File: src/rtl/fsp_pkg.sv
// Package for the file-spec parser: phase codes, state and result types,
// character constants and character-class helpers.
// Depends on nothing; used by fsp_step, file_spec_parser_top and tb.
`default_nettype none

package fsp_pkg;

    localparam int NAME_CHARS = 6;
    localparam int EXT_CHARS  = 3;
    localparam int MAX_CHARS  = (NAME_CHARS > EXT_CHARS) ? NAME_CHARS : EXT_CHARS;
    localparam int CNT_W      = $clog2(MAX_CHARS + 1);
    localparam int NAME_W     = 8 * NAME_CHARS;
    localparam int EXT_W      = 8 * EXT_CHARS;
    localparam int FLAG_W     = 7;

    // flag bit positions
    localparam int FL_PAIR  = 0;
    localparam int FL_PAIRW = 1;
    localparam int FL_NAME  = 2;
    localparam int FL_NAMEW = 3;
    localparam int FL_EXT   = 4;
    localparam int FL_EXTW  = 5;
    localparam int FL_PROT  = 6;

    // characters
    localparam logic [7:0] CH_NUL    = 8'h00;
    localparam logic [7:0] CH_SPACE  = 8'h20;
    localparam logic [7:0] CH_BANG   = 8'h21;
    localparam logic [7:0] CH_DOLLAR = 8'h24;
    localparam logic [7:0] CH_PCT    = 8'h25;
    localparam logic [7:0] CH_AMP    = 8'h26;
    localparam logic [7:0] CH_LPAREN = 8'h28;
    localparam logic [7:0] CH_RPAREN = 8'h29;
    localparam logic [7:0] CH_STAR   = 8'h2A;
    localparam logic [7:0] CH_COMMA  = 8'h2C;
    localparam logic [7:0] CH_DOT    = 8'h2E;
    localparam logic [7:0] CH_SLASH  = 8'h2F;
    localparam logic [7:0] CH_ZERO   = 8'h30;
    localparam logic [7:0] CH_NINE   = 8'h39;
    localparam logic [7:0] CH_LT     = 8'h3C;
    localparam logic [7:0] CH_GT     = 8'h3E;
    localparam logic [7:0] CH_QMARK  = 8'h3F;
    localparam logic [7:0] CH_UP_A   = 8'h41;
    localparam logic [7:0] CH_UP_Z   = 8'h5A;
    localparam logic [7:0] CH_LBRACK = 8'h5B;
    localparam logic [7:0] CH_RBRACK = 8'h5D;
    localparam logic [7:0] CH_LO_A   = 8'h61;
    localparam logic [7:0] CH_LO_Z   = 8'h7A;

    // numbers
    localparam logic [7:0] NUM_MAX   = 8'd254;
    localparam logic [7:0] NUM_WILD  = 8'd255;
    localparam logic [7:0] DEF_PROJ  = 8'd1;
    localparam logic [7:0] DEF_PROG  = 8'd2;
    localparam logic [7:0] PROG_BANG = 8'd3;
    localparam logic [7:0] PROG_PCT  = 8'd4;
    localparam logic [7:0] PROG_AMP  = 8'd5;

    typedef enum logic [3:0] {
        PH_START,
        PH_PROJ_FIRST,
        PH_PROJ_NUM,
        PH_PROJ_SEP,
        PH_PROG_FIRST,
        PH_PROG_NUM,
        PH_PROG_END,
        PH_NAME,
        PH_EXT,
        PH_PROT_FIRST,
        PH_PROT_NUM,
        PH_DONE
    } phase_t;

    typedef struct packed {
        phase_t                      phase;
        logic [7:0]                  num;
        logic [7:0]                  project;
        logic [7:0]                  programmer;
        logic [NAME_CHARS-1:0][7:0]  name_buf;
        logic [EXT_CHARS-1:0][7:0]   ext_buf;
        logic [CNT_W-1:0]            cnt;
        logic [FLAG_W-1:0]           flags;
        logic [7:0]                  prot;
        logic                        err;
    } fsp_state_t;

    typedef struct packed {
        logic               ok;
        logic [7:0]         project;
        logic [7:0]         programmer;
        logic [NAME_W-1:0]  name_text;
        logic [EXT_W-1:0]   ext_text;
        logic [FLAG_W-1:0]  flags;
        logic [7:0]         prot;
    } fsp_result_t;

    localparam fsp_state_t STATE_RESET = '{
        phase:      PH_START,
        num:        8'd0,
        project:    8'd0,
        programmer: 8'd0,
        name_buf:   {NAME_CHARS{CH_SPACE}},
        ext_buf:    {EXT_CHARS{CH_SPACE}},
        cnt:        '0,
        flags:      '0,
        prot:       8'd0,
        err:        1'b0
    };

    function automatic logic is_digit(input logic [7:0] c);
        return (c >= CH_ZERO) && (c <= CH_NINE);
    endfunction

    function automatic logic is_upper(input logic [7:0] c);
        return (c >= CH_UP_A) && (c <= CH_UP_Z);
    endfunction

    function automatic logic is_lower(input logic [7:0] c);
        return (c >= CH_LO_A) && (c <= CH_LO_Z);
    endfunction

    function automatic logic is_part_char(input logic [7:0] c);
        return is_digit(c) || is_upper(c) || is_lower(c) ||
               (c == CH_SPACE) || (c == CH_QMARK) || (c == CH_STAR);
    endfunction

    function automatic logic [7:0] to_lower(input logic [7:0] c);
        return is_upper(c) ? (c | 8'h20) : c;
    endfunction

endpackage

`default_nettype wire

File: src/rtl/file_spec_parser_top.sv
// Top level of the file-spec parser: input register, parse state, result register.
// Depends on fsp_pkg and fsp_step.
//
// Usage:
//   Input channel (in_valid / in_stall / char_code) carries one character per
//   item. A character of 0 ends the spec; only that item produces a result.
//   Output channel (out_valid / out_stall / ok ... protection) carries one
//   result item per spec. ok = 0 flags a malformed spec and then every other
//   field is 0.
// Result path: a terminator passes through the input register, then the result
//   register, which takes it once no result is held under out_stall.
// Throughput: one character per cycle unless a result is held under out_stall;
//   the parse state is updated by a single pass of character-class and
//   multiply-by-ten logic between the input register and the state/result registers.
// Stall: a pending result held under out_stall freezes the input register,
//   and in_stall rises once that register is also occupied; nothing is lost
//   or repeated. The result register keeps its payload while stalled.
// Reset: rst_n (asynchronous, active low) empties both registers and puts
//   the parser at the start of a spec. After each terminator the parser
//   returns to that same start state for the next spec.
`default_nettype none

module file_spec_parser_top
    import fsp_pkg::*;
(
    input  wire logic              clk,
    input  wire logic              rst_n,

    input  wire logic              in_valid,
    output logic                   in_stall,
    input  wire logic [7:0]        char_code,

    output logic                   out_valid,
    input  wire logic              out_stall,
    output logic                   ok,
    output logic [7:0]             project,
    output logic [7:0]             programmer,
    output logic [NAME_W-1:0]      name_text,
    output logic [EXT_W-1:0]       ext_text,
    output logic [FLAG_W-1:0]      spec_flags,
    output logic [7:0]             protection
);

    logic [7:0]  char_reg;
    logic        char_vld_reg;
    logic        char_vld_next;
    fsp_state_t  state_reg;
    fsp_state_t  state_next;
    fsp_result_t res_reg;
    fsp_result_t res_calc;
    logic        out_vld_reg;
    logic        out_vld_next;

    logic        in_take;
    logic        blocked;
    logic        fire;
    logic        fire_term;

    // hold the character stage while a finished result waits downstream
    assign blocked   = out_vld_reg && out_stall;
    assign fire      = char_vld_reg && !blocked;
    assign fire_term = fire && (char_reg == CH_NUL);
    assign in_stall  = char_vld_reg && blocked;
    assign in_take   = in_valid && !in_stall;

    fsp_step u_step (
        .cur (state_reg),
        .ch  (char_reg),
        .nxt (state_next),
        .res (res_calc)
    );

    always_comb
    begin
        char_vld_next = char_vld_reg;
        if (in_take) begin
            char_vld_next = 1'b1;
        end else if (fire) begin
            char_vld_next = 1'b0;
        end
    end

    always_comb
    begin
        out_vld_next = out_vld_reg;
        if (fire_term) begin
            out_vld_next = 1'b1;
        end else if (out_vld_reg && !out_stall) begin
            out_vld_next = 1'b0;
        end
    end

    // control state
    always_ff @(posedge clk or negedge rst_n)
    begin
        if (!rst_n) begin
            char_vld_reg <= 1'b0;
            out_vld_reg  <= 1'b0;
            state_reg    <= STATE_RESET;
        end else begin
            char_vld_reg <= char_vld_next;
            out_vld_reg  <= out_vld_next;
            if (fire) begin
                state_reg <= state_next;
            end
        end
    end

    // payload registers
    always_ff @(posedge clk)
    begin
        if (in_take) begin
            char_reg <= char_code;
        end
        if (fire_term) begin
            res_reg <= res_calc;
        end
    end

    assign out_valid  = out_vld_reg;
    assign ok         = res_reg.ok;
    assign project    = res_reg.project;
    assign programmer = res_reg.programmer;
    assign name_text  = res_reg.name_text;
    assign ext_text   = res_reg.ext_text;
    assign spec_flags = res_reg.flags;
    assign protection = res_reg.prot;

endmodule

`default_nettype wire

File: src/rtl/fsp_step.sv
// Per-character update of the file-spec parser: next state and result.
// Pure combinational; uses fsp_pkg.
`default_nettype none

module fsp_step
    import fsp_pkg::*;
(
    input  fsp_state_t  cur,
    input  logic [7:0]  ch,
    output fsp_state_t  nxt,
    output fsp_result_t res
);

    logic [11:0]                acc_sum;
    logic [7:0]                 acc_val;
    logic [7:0]                 digit_val;
    logic                       is_sep;
    logic                       is_close;

    logic [NAME_CHARS-1:0][7:0] name_upd_buf;
    logic [CNT_W-1:0]           name_upd_cnt;
    logic                       name_upd_wild;
    logic [EXT_CHARS-1:0][7:0]  ext_upd_buf;
    logic [CNT_W-1:0]           ext_upd_cnt;
    logic                       ext_upd_wild;

    fsp_state_t                 name_nxt;
    fsp_state_t                 fin;

    // decimal accumulate, saturating at 255
    assign digit_val = {4'd0, ch[3:0]};
    assign acc_sum   = {4'd0, cur.num} * 12'd10 + {4'd0, digit_val};
    assign acc_val   = (acc_sum > 12'd255) ? NUM_WILD : acc_sum[7:0];
    assign is_sep    = (ch == CH_COMMA) || (ch == CH_SLASH);
    assign is_close  = (ch == CH_RBRACK) || (ch == CH_RPAREN) || (ch == CH_SLASH);

    // name character update
    always_comb
    begin
        name_upd_buf  = cur.name_buf;
        name_upd_cnt  = cur.cnt;
        name_upd_wild = 1'b0;
        if (ch == CH_STAR) begin
            if (cur.cnt < CNT_W'(NAME_CHARS)) begin
                for (int i = 0; i < NAME_CHARS; i++) begin
                    if (CNT_W'(i) >= cur.cnt) begin
                        name_upd_buf[NAME_CHARS-1-i] = CH_QMARK;
                    end
                end
                name_upd_cnt  = CNT_W'(NAME_CHARS);
                name_upd_wild = 1'b1;
            end
        end else if (ch != CH_SPACE) begin
            if (cur.cnt < CNT_W'(NAME_CHARS)) begin
                for (int i = 0; i < NAME_CHARS; i++) begin
                    if (CNT_W'(i) == cur.cnt) begin
                        name_upd_buf[NAME_CHARS-1-i] = to_lower(ch);
                    end
                end
                name_upd_cnt = cur.cnt + 1'b1;
            end
            name_upd_wild = (ch == CH_QMARK);
        end
    end

    // extension character update
    always_comb
    begin
        ext_upd_buf  = cur.ext_buf;
        ext_upd_cnt  = cur.cnt;
        ext_upd_wild = 1'b0;
        if (ch == CH_STAR) begin
            if (cur.cnt < CNT_W'(EXT_CHARS)) begin
                for (int i = 0; i < EXT_CHARS; i++) begin
                    if (CNT_W'(i) >= cur.cnt) begin
                        ext_upd_buf[EXT_CHARS-1-i] = CH_QMARK;
                    end
                end
                ext_upd_cnt  = CNT_W'(EXT_CHARS);
                ext_upd_wild = 1'b1;
            end
        end else if (ch != CH_SPACE) begin
            if (cur.cnt < CNT_W'(EXT_CHARS)) begin
                for (int i = 0; i < EXT_CHARS; i++) begin
                    if (CNT_W'(i) == cur.cnt) begin
                        ext_upd_buf[EXT_CHARS-1-i] = to_lower(ch);
                    end
                end
                ext_upd_cnt = cur.cnt + 1'b1;
            end
            ext_upd_wild = (ch == CH_QMARK);
        end
    end

    // name-phase handling, shared by the start and name phases;
    // the start phase gets the default pair, the name phase keeps its own
    always_comb
    begin
        name_nxt            = cur;
        name_nxt.project    = DEF_PROJ;
        name_nxt.programmer = DEF_PROG;
        name_nxt.phase      = PH_NAME;
        if (cur.phase == PH_NAME) begin
            name_nxt.project    = cur.project;
            name_nxt.programmer = cur.programmer;
        end
        if (is_part_char(ch)) begin
            name_nxt.name_buf = name_upd_buf;
            name_nxt.cnt      = name_upd_cnt;
            if (ch != CH_SPACE) begin
                name_nxt.flags[FL_NAME] = 1'b1;
            end
            if (name_upd_wild) begin
                name_nxt.flags[FL_NAMEW] = 1'b1;
            end
        end else if (ch == CH_DOT) begin
            name_nxt.flags[FL_EXT] = 1'b1;
            name_nxt.cnt           = '0;
            name_nxt.phase         = PH_EXT;
        end else if (ch == CH_LT) begin
            name_nxt.flags[FL_PROT] = 1'b1;
            name_nxt.phase          = PH_PROT_FIRST;
        end else begin
            name_nxt.err = 1'b1;
        end
    end

    // next state: back to the reset state at the terminator, else the per-phase update
    always_comb
    begin
        nxt = cur;
        if (ch == CH_NUL) begin
            nxt = STATE_RESET;
        end else if (!cur.err) begin
            unique case (cur.phase)
                PH_START:
                begin
                    if ((ch == CH_LBRACK) || (ch == CH_LPAREN) || (ch == CH_SLASH)) begin
                        nxt.flags[FL_PAIR] = 1'b1;
                        nxt.phase          = PH_PROJ_FIRST;
                    end else if ((ch == CH_DOLLAR) || (ch == CH_BANG) ||
                                 (ch == CH_PCT) || (ch == CH_AMP)) begin
                        nxt.flags[FL_PAIR] = 1'b1;
                        nxt.project        = DEF_PROJ;
                        nxt.phase          = PH_NAME;
                        case (ch)
                            CH_DOLLAR: nxt.programmer = DEF_PROG;
                            CH_BANG:   nxt.programmer = PROG_BANG;
                            CH_PCT:    nxt.programmer = PROG_PCT;
                            default:   nxt.programmer = PROG_AMP;
                        endcase
                    end else begin
                        nxt = name_nxt;
                    end
                end
                PH_PROJ_FIRST:
                begin
                    if (ch == CH_STAR) begin
                        nxt.project         = NUM_WILD;
                        nxt.flags[FL_PAIRW] = 1'b1;
                        nxt.phase           = PH_PROJ_SEP;
                    end else if (is_digit(ch)) begin
                        nxt.num   = digit_val;
                        nxt.phase = PH_PROJ_NUM;
                    end else begin
                        nxt.err = 1'b1;
                    end
                end
                PH_PROJ_NUM:
                begin
                    if (is_digit(ch)) begin
                        nxt.num = acc_val;
                    end else if (cur.num > NUM_MAX) begin
                        nxt.err = 1'b1;
                    end else if (is_sep) begin
                        nxt.project = cur.num;
                        nxt.phase   = PH_PROG_FIRST;
                    end else begin
                        nxt.err = 1'b1;
                    end
                end
                PH_PROJ_SEP:
                begin
                    if (is_sep) begin
                        nxt.phase = PH_PROG_FIRST;
                    end else begin
                        nxt.err = 1'b1;
                    end
                end
                PH_PROG_FIRST:
                begin
                    if (ch == CH_STAR) begin
                        nxt.programmer      = NUM_WILD;
                        nxt.flags[FL_PAIRW] = 1'b1;
                        nxt.phase           = PH_PROG_END;
                    end else if (is_digit(ch)) begin
                        nxt.num   = digit_val;
                        nxt.phase = PH_PROG_NUM;
                    end else begin
                        nxt.err = 1'b1;
                    end
                end
                PH_PROG_NUM:
                begin
                    if (is_digit(ch)) begin
                        nxt.num = acc_val;
                    end else if (cur.num > NUM_MAX) begin
                        nxt.err = 1'b1;
                    end else begin
                        nxt.programmer = cur.num;
                        if ((cur.project == 8'd0) && (cur.num == 8'd0)) begin
                            nxt.err = 1'b1;
                        end else if (is_close) begin
                            nxt.phase = PH_NAME;
                        end else begin
                            nxt.err = 1'b1;
                        end
                    end
                end
                PH_PROG_END:
                begin
                    if (is_close) begin
                        nxt.phase = PH_NAME;
                    end else begin
                        nxt.err = 1'b1;
                    end
                end
                PH_NAME:
                begin
                    nxt = name_nxt;
                end
                PH_EXT:
                begin
                    if (is_part_char(ch)) begin
                        nxt.ext_buf = ext_upd_buf;
                        nxt.cnt     = ext_upd_cnt;
                        if (ext_upd_wild) begin
                            nxt.flags[FL_EXTW] = 1'b1;
                        end
                    end else if (ch == CH_LT) begin
                        nxt.flags[FL_PROT] = 1'b1;
                        nxt.phase          = PH_PROT_FIRST;
                    end else begin
                        nxt.err = 1'b1;
                    end
                end
                PH_PROT_FIRST:
                begin
                    if (is_digit(ch)) begin
                        nxt.num   = digit_val;
                        nxt.phase = PH_PROT_NUM;
                    end else begin
                        nxt.err = 1'b1;
                    end
                end
                PH_PROT_NUM:
                begin
                    if (is_digit(ch)) begin
                        nxt.num = acc_val;
                    end else if (ch == CH_GT) begin
                        nxt.prot  = cur.num;
                        nxt.phase = PH_DONE;
                    end else begin
                        nxt.err = 1'b1;
                    end
                end
                default:
                begin
                    nxt.err = 1'b1;
                end
            endcase
        end
    end

    // finishing step at the terminator
    always_comb
    begin
        fin = cur;
        unique case (cur.phase)
            PH_START:
            begin
                fin.project    = DEF_PROJ;
                fin.programmer = DEF_PROG;
            end
            PH_PROG_NUM:
            begin
                if (cur.num > NUM_MAX) begin
                    fin.err = 1'b1;
                end else begin
                    fin.programmer = cur.num;
                    if ((cur.project == 8'd0) && (cur.num == 8'd0)) begin
                        fin.err = 1'b1;
                    end
                end
            end
            PH_PROG_END, PH_NAME, PH_EXT, PH_DONE:
            begin
                fin.err = cur.err;
            end
            default:
            begin
                fin.err = 1'b1;
            end
        endcase
    end

    // result: all zero on error
    always_comb
    begin
        res = '0;
        if (!fin.err) begin
            res.ok         = 1'b1;
            res.project    = fin.project;
            res.programmer = fin.programmer;
            res.name_text  = fin.name_buf;
            res.ext_text   = fin.ext_buf;
            res.flags      = fin.flags;
            res.prot       = fin.prot;
        end
    end

endmodule

`default_nettype wire

File: config.mk
export PLATFORM = sky130hd
export DESIGN_NAME = file_spec_parser_top
export DESIGN_NICKNAME = d
export VERILOG_FILES = /design/src/rtl/fsp_pkg.sv /design/src/rtl/file_spec_parser_top.sv /design/src/rtl/fsp_step.sv
export SDC_FILE = /design/constraint.sdc
export NUM_CORES = 1
export LEC_CHECK = 0
export BUFFER_PORTS_ARGS = -buffer_cell sky130_fd_sc_hd__buf_4
export CAP_MARGIN = 20
export CELL_PAD_IN_SITES_DETAIL_PLACEMENT = 0
export CELL_PAD_IN_SITES_GLOBAL_PLACEMENT = 1
export CORE_ASPECT_RATIO = 1.1
export CORE_UTILIZATION = 51
export CTS_CLUSTER_DIAMETER = 50
export DETAILED_ROUTE_END_ITERATION = 8
export PLACE_DENSITY_LB_ADDON = 0.25
export SETUP_SLACK_MARGIN = 0.05
export SYNTH_ARGS = -nofsm -noshare
export SYNTH_HDL_FRONTEND = slang
export SYNTH_SLANG_ARGS = --single-unit
export TNS_END_PERCENT = 10
File: constraint.sdc
create_clock -name clk -period 14.2 [get_ports clk]
set_input_delay 3.55 -clock clk [delete_from_list [all_inputs] [get_ports clk]]
set_output_delay 3.55 -clock clk [all_outputs]
set_load 0.05 [all_outputs]
==> summary.txt, run 1 <==
STA
  – Max Slew Vio Count: 0
  – Slew @ Worst Pin: 1.03 ns
  – Clk_skew: 0.0158 ns
  – Fin worst setup slack: 6.65 ns
  – Worst hold slack: 0.469 ns
  – Tmin final: 7.55 ns
  – Tcrit/Tclk final: 0.532
  – Worst rel slew slack: 0.310
  – TNS Setup: 0 ns
  – Fmax: 132 MHz
  – Final Hold Viols: 0
  – Final Setup Violations: 0
  – RSZ-0062 raised after global routing: no

Routing
  – Number of remaining DRC errors: 0
  – Drt first pass iters: 5
  – Wire length per cell: approximately 19 µm
  – Post-DRT Antenna Nets: 0
  – Vias: 7,767
  – Initial DRC count: 619
  – Wirelength, routed: 25,200 µm
  – Vias per cell: 5.72

Pwr
  – Switch share: 0.271
  – VDD IR-drop max: roughly 97 µV
  – Leakage power total: around 5.5 nW
  – Sw Pwr: 0.437 mW
  – PwrDens: 125 nW/µm²
  – Comb pwr share: 0.117
  – Sequential share of power: 0.473
  – Clk pwr share: 0.410
  – P_int: 1.18 mW
  – Total Power: 1.61 mW

Setup path
  – Nature of the critical path startpoint: input port
  – Worst Path Max Fanout: 3
  – Slowest CP cell: buf_4
  – Crit Path Class: input port to primary output
  – Delay-heaviest family, CP: buffers and inverters
  – Crit-path most repeated cell: buf_4
  – Critical Path Max Stage Delay: 0.18 ns
  – FF-to-FF Start: char_reg[2]$_DFFE_PP_
  – Critical path cell sequence: buf_4 > nand3_1 > inv_1 > buf_4
  – Crit path DAT: around 4 ns
  – Critical Path RT: 10.65 ns
  – Buf+Inv Stages, Crit Path: 3
  – Crit. Startpoint: out_stall
  – Crit end category: primary output

Synth
  – Synth warnings: 0
  – Post-Syn Instances: 954
  – Syn avg cell area: 11.5 µm²
  – Part of the Yosys area used for sequential elements: 0.584
  – Most frequent cells after synthesis: 112 x dfrtp_1, 112 x edfxtp_1, 94 x and2_1
  – Synth area leaders: edfxtp_1 31%, dfrtp_1 26%, and2_1 5.4%
  – Flops & latches, synth: 233
  – Synth Cell Area: 11,000 µm²
  – Ys async rst share: 0.519
  – Cell variety after synth: 79
  – Top FF cell, synth: edfxtp_1
  – Area share of the largest cell type after synthesis: 0.307
  – Synthesized net count: between 900 and 1,000
  – Post-synth EDFFs: 112
  – Largest area contributor in the netlist: edfxtp_1

Final layout
  – # diodes: 0
  – # fillers: about 1,700
  – Largest register FFs: around 120
  – Post-route insts no fill: 1,359
  – Layout cell share with drive strength beyond 1: 0.213
  – Final Cell Area: 12,900 µm²
  – NumNets Final: 1,086
  – Area grow syn2layout: 18.0%
  – Layout Utilization: 0.620

GRT
  – Global-route wire length before repair: about 40,000 µm
  – Initial antenna violation count: 0
  – Vias in the first global route: 7,440
  – GRT Total Usage: 0.236
  – Largest net degree at the start of global routing: between 90 and 100
  – Remaining Overflow, GRT: 0

Clock network
  – Root buf cell: clkbuf_16
  – CTS max path bufs: 3
  – Cts hold-fix bufs: 0
  – Num CTS Buffers: 26
  – Clock sink count: 233
  – Clock Latency Late Sink: 0.53 ns
  – CTS tree: done
  – Depth of the CTS H-tree: 1
  – Setup Buffers After CTS: 0
  – Clock transition at the registers of the reported paths: 0.06 ns
  – Post-CTS Resized: 0

Floorplan
  – I/O Pins: 118
  – Core Area: between 20,000 and 25,000 µm²
  – Die Ht: 156 µm
  – Std-Cell Rows: 55
  – Starting Density: 0.526
  – Die Wd: 142 µm
  – Die area: 22,100 µm²

Place
  – Gp weighted congestion: 0.903
  – Dpl cells: 1,311
  – Setup slack at placement: 6.65 ns
  – Placed cell area: 12,100 µm²
  – Detailed Place HPWL: 17,100 µm
  – Port buffer count: 117

Outcome
  – Outcome: complete, no violations

Min path
  – Hold wc startpoint: state_reg[4]$_DFFE_PN0P_
  – Worst hold path type: register to register

Run
  – Max cap viols: 0
## power groups by stage
stage / clock [mW] / sequential, mW / combinational (mW)
after CTS: 0.675 / 0.761 / 0.184
after floorplan: 0 / 0.748 / 0.147
final: 0.661 / 0.762 / 0.189
after detailed placement: 0 / 0.774 / 0.184
after global placement: 0 / 0.773 / 0.182
after global routing: 0.702 / 0.765 / 0.210
## worst reg2reg max path, delay by kind of cell (launching register included)
family	cells	cell delay, ns
AND/OR/NAND/NOR	3	1.79
buffers and inverters	2	1.22
flip-flops	1	0.68
multiplexers	1	0.37
AO/OA/AOI/OAI	1	0.35
## final cells by class
type	instances	area, µm²	share of cell area
repair buffers	125	938	0.0726
flip-flops and latches	233	6400	0.495
well taps	285	357	0.0276
clock inverters	10	113	0.00871
multi-input cells	646	4280	0.331
inverters	22	82.6	0.00639
clock buffers	38	757	0.0586
## placed cells by master (no fill, tap or decap), types with 10 or more instances in the layout
cell	instances
a21o_1	10
a21oi_1	40
and2_1	94
and3_1	16
buf_4	125
clkbuf_16	27
dfrtp_1	112
edfxtp_1	112
ha_1	18
inv_1	21
mux2_1	18
mux2_2	34
nand2_1	77
nand2b_1	12
nand4_1	11
nor2_1	53
nor2b_1	12
nor3_1	29
nor4_1	13
o211ai_1	10
o21ai_0	44
## path summary, 6_finish.rpt
path	slack (ns)	endpoint	cells past startpoint
hold reg to reg	0.47	state_reg[4]$_DFFE_PN0P_	2
setup reg to reg	9.68	state_reg[21]$_DFFE_PN0P_	7
hold / removal	0.47	state_reg[4]$_DFFE_PN0P_	2
max in group asynchronous	9.74	state_reg[70]$_DFFE_PN0P_	2
setup / recovery	6.65	in_stall	4
min in group asynchronous	3.03	state_reg[97]$_DFFE_PN0P_	1
## kinds of logic after synthesis
kind of cell,Yosys count,share of synthesized area
adder cells (fa/ha/maj),20,0.0242
AND/OR/NAND/NOR,363,0.179
flip-flops,233,0.584
buffers and inverters,75,0.0281
XOR/XNOR,11,0.00879
AO/OA/AOI/OAI,196,0.119
multiplexers,56,0.0571
## layer usage
metal	GRT usage	wire, µm	vias up
li1	-	-	3667
met1	0.357	11800	3777
met2	0.358	11400	276
met3	0.0344	1530	47
met4	0.0558	487	0
met5	0	0	-
(Power assumes the default switching activity.)
==> run 2: changes to the inputs <==
Settings changed: ABC_AREA set to 1, CORE_UTILIZATION 51 to 45.
Clock period 14.2 ns to 7.5 ns, I/O delays scaled along.
==> summary.txt, run 2 <==
STA
  – Tcrit/Tclk final: 0.568
  – Slew @ Worst Pin: 1.03 ns
  – Tmin final: 4.26 ns
  – Max Slew Vio Count: 0
  – Fmax: about 230 MHz
  – Final Setup Violations: 0
  – RSZ-0062 raised after global routing: no
  – Worst rel slew slack: 0.313
  – Clk_skew: around 0.021 ns
  – TNS Setup: 0 ns
  – Final Hold Viols: 0

Setup path
  – Crit Path Class: input port to primary output
  – Critical Path RT: 5.62 ns
  – Reg-to-reg slack, setup: 3.90 ns
  – Nature of the critical path startpoint: input port
  – Reg2Reg Capture Point: ext_text[16]$_SDFFCE_PN0P_
  – FF-to-FF Start: state_reg[115]$_DFFE_PN0P_
  – Crit end category: primary output
  – Reg2Reg Depth: 10
  – Crit path DAT: 2.38 ns
  – Worst Path Max Fanout: 3

Clock network
  – Setup Buffers After CTS: 0
  – Num CTS Buffers: 27
  – Post-CTS Resized: 0
  – Root buf cell: clkbuf_16
  – Depth of the CTS H-tree: 1
  – Clock transition at the registers of the reported paths: 0.06 ns
  – Clock Latency Late Sink: 0.53 ns
  – Cts hold-fix bufs: 0
  – CTS tree: done
  – CTS max path bufs: 3
  – Clock sink count: 233

Pwr
  – PwrDens: 220 nW/µm²
  – Total Power: 2.87 mW
  – VDD IR-drop max: 157 µV
  – Leakage power total: between 6 and 7 nW

Synth
  – Part of the Yosys area used for sequential elements: 0.579
  – Largest area contributor in the netlist: edfxtp_1
  – Synth Cell Area: 11,100 µm²
  – Flops & latches, synth: 233
  – Post-Syn Instances: 1,215
  – Area share of the largest cell type after synthesis: 0.304
  – Most frequent cell after synthesis: nand2_1
  – Top FF cell, synth: edfxtp_1
  – Synth area leaders: edfxtp_1 30%, dfrtp_1 25%, nand2_1 8.0%
  – Syn avg cell area: 9.10 µm²
  – Synth warnings: 0
  – Post-synth EDFFs: 112
  – Most frequent cells after synthesis: 237 x nand2_1, 187 x inv_1, 176 x nor2_1
  – Synthesized net count: 1,247
  – Ys async rst share: 0.519
  – Cell variety after synth: 48

Place
  – Port buffer count: 117
  – Gp weighted congestion: 0.882
  – Detailed Place HPWL: between 15,000 and 20,000 µm

Final layout
  – Most frequent cells in the layout: 237 x nand2_1, 187 x inv_1, 176 x nor2_1
  – # diodes: 0
  – Commonest non-fill, non-tap cell in the layout: nand2_1
  – Layout Utilization: 0.545
  – Largest register FFs: 119
  – Layout cell share with drive strength beyond 1: 0.164
  – NumNets Final: 1,362
  – Area grow syn2layout: 17.9%

Routing
  – Wire length per cell: 16.2 µm
  – Post-DRT Antenna Nets: 0
  – Number of remaining DRC errors: 0
  – Drt first pass iters: 5
  – Initial DRC count: 430
  – Vias: between 8,000 and 9,000
  – Vias per cell: 5.12
  – Wirelength, routed: 26,800 µm

Floorplan
  – Die Wd: between 150 and 200 µm
  – I/O Pins: between 100 and 150
  – Std-Cell Rows: 59
  – Core Area: 23,900 µm²
  – Starting Density: 0.462
  – Die Ht: 166 µm
  – Die area: around 25,000 µm²

Min path
  – Worst Hold Endpoint: state_reg[58]$_DFFE_PN0P_
  – Hold wc startpoint: state_reg[58]$_DFFE_PN0P_
  – Worst hold path type: register to register
  – Hold Path Stages: 2

Run
  – Max cap viols: 0

GRT
  – Remaining Overflow, GRT: 0
  – Vias in the first global route: 8,181
  – Initial antenna violation count: 0
  – Largest net degree at the start of global routing: 79
  – GRT Total Usage: 0.215
  – Global-route wire length before repair: approximately 42,000 µm

Outcome
  – Outcome: complete, no violations
==> run 2: changes by cell type after synthesis, sizes merged, moves of 12 or more <==
cell,delta
and2,-93
and3,-16
clkbuf,-28
inv,+175
mux2,-52
nand2,+165
nand2b,-12
nand3,+64
nor2,+140
nor2b,-12
nor3,-21
nor4,-14
o21ai,+62
==> run 2: worst max-delay path, cell delays in order <==
cell and delay [ns]:
buf_4 0.08, nand2_1 0.07, nor2_1 0.14, buf_4 0.22
==> run 2: power by group <==
| group | switching (mW) | internal, mW |
|---|---|---|
| Combinational | 0.0972 | 0.0423 |
| Sequential | 0.0240 | 1.40 |
| Clock | 0.524 | 0.781 |
| Total | 0.645 | 2.22 |
==> run 2: area by class of cell <==
| cell class | count | area (µm²) |
|---|---|---|
| Fill cell | 2253 | 10900 |
| Timing Repair Buffer | 121 | 908 |
| Clock buffer | 37 | 753 |
| Tap cell | 305 | 382 |
| Clock inverter | 13 | 146 |
| Multi-Input combinational cell | 750 | 3700 |
| Inverter | 197 | 742 |
| Sequential cell | 233 | 6400 |
==> run 2: worst max-delay path by stage <==
stage | start | to | slack [ns] | depth (start not counted)
global placement | out_stall | in_stall | 3.25 | 4
detailed placement | out_stall | in_stall | 3.24 | 4
CTS | out_stall | in_stall | 3.23 | 4
finish | out_stall | in_stall | 3.24 | 4
floorplan | out_stall | ext_text[0]$_SDFFCE_PN0P_ | 2.19 | 5
global route | out_stall | in_stall | 3.16 | 4
==> run 2: cell families (layout without fill, tap and decap cells) <==
kind of cell	after synthesis	after routing	synth area share
and+or+nand+nor	538	538	0.211
DFF	233	233	0.579
buffers and inverters	232	368	0.0862
AOI/OAI and AO/OA	184	184	0.0934
adders and majority gates	20	20	0.0240
xor gates and xnor gates	8	8	0.00634
==> run 2: metal layers <==
metal	track usage	routed length [µm]
met1	0.291	12000
met2	0.363	13000
met3	0.0247	1270
met4	0.0583	494
met5	0	0
==> run 2: through the flow <==
step           cell area, µm²  setup slack [ns]  hold WS, ns  std cells
4_1_cts                 13000              3.23        0.469       1656
5_1_grt                 13000              3.16        0.484       1656
3_5_place_dp            12100              3.24        0.453       1606
2_1_floorplan           11100              2.19        0.436       1215
6_report                13000              3.24        0.466       1656
3_3_place_gp            12100              3.25        0.451       1606
==> run 3: changes to the inputs <==
Clock period 7.5 ns to 4.03 ns, I/O delays scaled along.
==> summary.txt, run 3 (same netlist as run 2, synthesis figures left out) <==
Outcome
  – Outcome: complete, no violations

Clock network
  – Cts hold-fix bufs: 0
  – Root buf cell: clkbuf_16
  – Post-CTS Resized: 0
  – Clock Latency Late Sink: 0.53 ns
  – Depth of the CTS H-tree: 1
  – Setup Buffers After CTS: 0
  – Num CTS Buffers: 27
  – CTS max path bufs: 3
  – Clock sink count: 233
  – CTS tree: done
  – Clock transition at the registers of the reported paths: 0.06 ns

GRT
  – Global-route wire length before repair: 43,400 µm
  – GRT Total Usage: 0.219
  – Largest net degree at the start of global routing: 68
  – Remaining Overflow, GRT: 0
  – Vias in the first global route: between 8,000 and 9,000
  – Initial antenna violation count: 0

Place
  – Gp weighted congestion: 0.918
  – Port buffer count: ~120
  – Dpl cells: 1,614
  – Detailed Place HPWL: 18,900 µm
  – Setup slack at placement: 1.11 ns

STA
  – Final Hold Viols: 0
  – Tmin final: 2.93 ns
  – Worst rel slew slack: 0.327
  – Clk_skew: 0.0137 ns
  – Slew @ Worst Pin: 1.01 ns
  – RSZ-0062 raised after global routing: no
  – Tcrit/Tclk final: 0.726
  – Fmax: 342 MHz
  – Max Slew Vio Count: 0
  – TNS Setup: 0 ns
  – Final Setup Violations: 0
  – Fin worst setup slack: around 1.1 ns

Min path
  – Worst hold path type: register to register

Setup path
  – Critical Path Max Stage Delay: around 0.48 ns
  – Crit-path most repeated cell: nor2_1
  – Crit end category: register
  – Slowest CP cell: dfrtp_1
  – Buf+Inv Stages, Crit Path: 4
  – Crit path DAT: 3.20 ns
  – Critical Path RT: 4.30 ns
  – Crit Path Class: register to register
  – Worst Path Max Fanout: 67
  – Critical path cell sequence: nor2_1 > nand2_1 > inv_1 > nor2_2 > nand2_1 > a21oi_1 > nor2_1 > buf_4 > inv_2 > buf_12 > nor2_1
  – Nature of the critical path startpoint: register
  – Delay-heaviest family, CP: buffers and inverters

Pwr
  – Comb pwr share: 0.049
  – Sequential share of power: 0.489
  – P_int: 4.19 mW
  – Switch share: 0.226
  – Clk pwr share: 0.461
  – Leakage power total: 6.19 nW
  – PwrDens: 412 nW/µm²
  – VDD IR-drop max: 273 µV
  – Sw Pwr: 1.22 mW
  – Total Power: 5.42 mW

Run
  – Max cap viols: 0

Floorplan
  – Die Wd: 151 µm
  – Starting Density: 0.462
  – Core Area: 23,900 µm²
  – Die area: 25,200 µm²
  – Std-Cell Rows: 59
  – Die Ht: around 170 µm
  – I/O Pins: roughly 120

Final layout
  – Layout Utilization: 0.550
  – Register Area: 6400 µm²
  – Area grow syn2layout: 19.0%
  – Layout cell share with drive strength beyond 1: 0.169
  – Commonest non-fill, non-tap cell in the layout: nand2_1
  – Most frequent cells in the layout: 237 x nand2_1, 187 x inv_1, 176 x nor2_1
  – Multi-input gate area: 3700 µm²
  – Post-route insts no fill: 1,664
  – # diodes: 0
  – NumNets Final: between 1,000 and 1,500
  – Largest register FFs: approximately 120
  – # fillers: between 2,000 and 2,500

Routing
  – Number of remaining DRC errors: 0
  – Wire length per cell: roughly 16 µm
  – Wirelength, routed: roughly 26,000 µm
  – Drt first pass iters: 5
  – Vias: 8,421
  – Vias per cell: 5.06
  – Post-DRT Antenna Nets: 0
  – Initial DRC count: 485
-- run 3: cell count changes in the layout (fill, tap and decap cells not counted), sizes merged --
cell,previous run,this run
clkbuf,37,31
clkinv,4,8
bufinv,2,4
clkinvlp,1,3
inv,203,201
buf,121,129
-- run 3: worst paths after layout --
kind | slack (ns) | cells after the start | to | start
setup reg to reg | 1.10 | 11 | ext_text[12]$_SDFFCE_PN0P_ | state_reg[115]$_DFFE_PN0P_
setup / recovery | 1.10 | 11 | ext_text[12]$_SDFFCE_PN0P_ | state_reg[115]$_DFFE_PN0P_
hold reg to reg | 0.46 | 2 | state_reg[34]$_DFFE_PN0P_ | state_reg[34]$_DFFE_PN0P_
max in group asynchronous | 2.60 | 2 | state_reg[24]$_DFFE_PN1P_ | rst_n
hold / removal | 0.46 | 2 | state_reg[34]$_DFFE_PN0P_ | state_reg[34]$_DFFE_PN0P_
min in group asynchronous | 0.55 | 1 | state_reg[106]$_DFFE_PN0P_ | rst_n
-- run 3: cell type report --
class / count / area share
clock buffer: 31 / 0.0525
clock inverter: 19 / 0.0179
inverter: 197 / 0.0564
multi-input combinational: 750 / 0.281
sequential: 233 / 0.486
tap: 305 / 0.0290
timing repair buffer: 129 / 0.0764
-- run 3: worst reg2reg max path: cells and delay by family, from the launching register on --
| family | cells | cell delay, ns |
|---|---|---|
| AO/OA/AOI/OAI | 1 | 0.15 |
| AND/OR/NAND/NOR | 6 | 0.98 |
| buffers and inverters | 4 | 1.07 |
| flip-flops | 1 | 0.48 |
-- run 3: power by group through the flow --
| stage | registers [mW] | logic, mW | clock network, mW |
|---|---|---|---|
| 2_1_floorplan | 2.69 | 0.175 | 0 |
| 3_3_place_gp | 2.69 | 0.262 | 0 |
| 3_5_place_dp | 2.70 | 0.266 | 0 |
| 4_1_cts | 2.65 | 0.270 | 2.55 |
| 5_1_grt | 2.66 | 0.308 | 2.66 |
| 6_report | 2.65 | 0.266 | 2.50 |
-- run 3: per-stage QoR --
stage | area (µm²) | hold slack (ns)
2_1_floorplan | 11100 | 0.436
3_3_place_gp | 12200 | 0.450
3_5_place_dp | 12200 | 0.452
4_1_cts | 13200 | 0.468
5_1_grt | 13200 | 0.488
6_report | 13200 | 0.462
-- run 3: routing by layer --
metal  global-route usage  routed length, µm
met1                0.310              11800
met2                0.354              12600
met3               0.0258               1490
met4               0.0626                586
met5                    0                  0
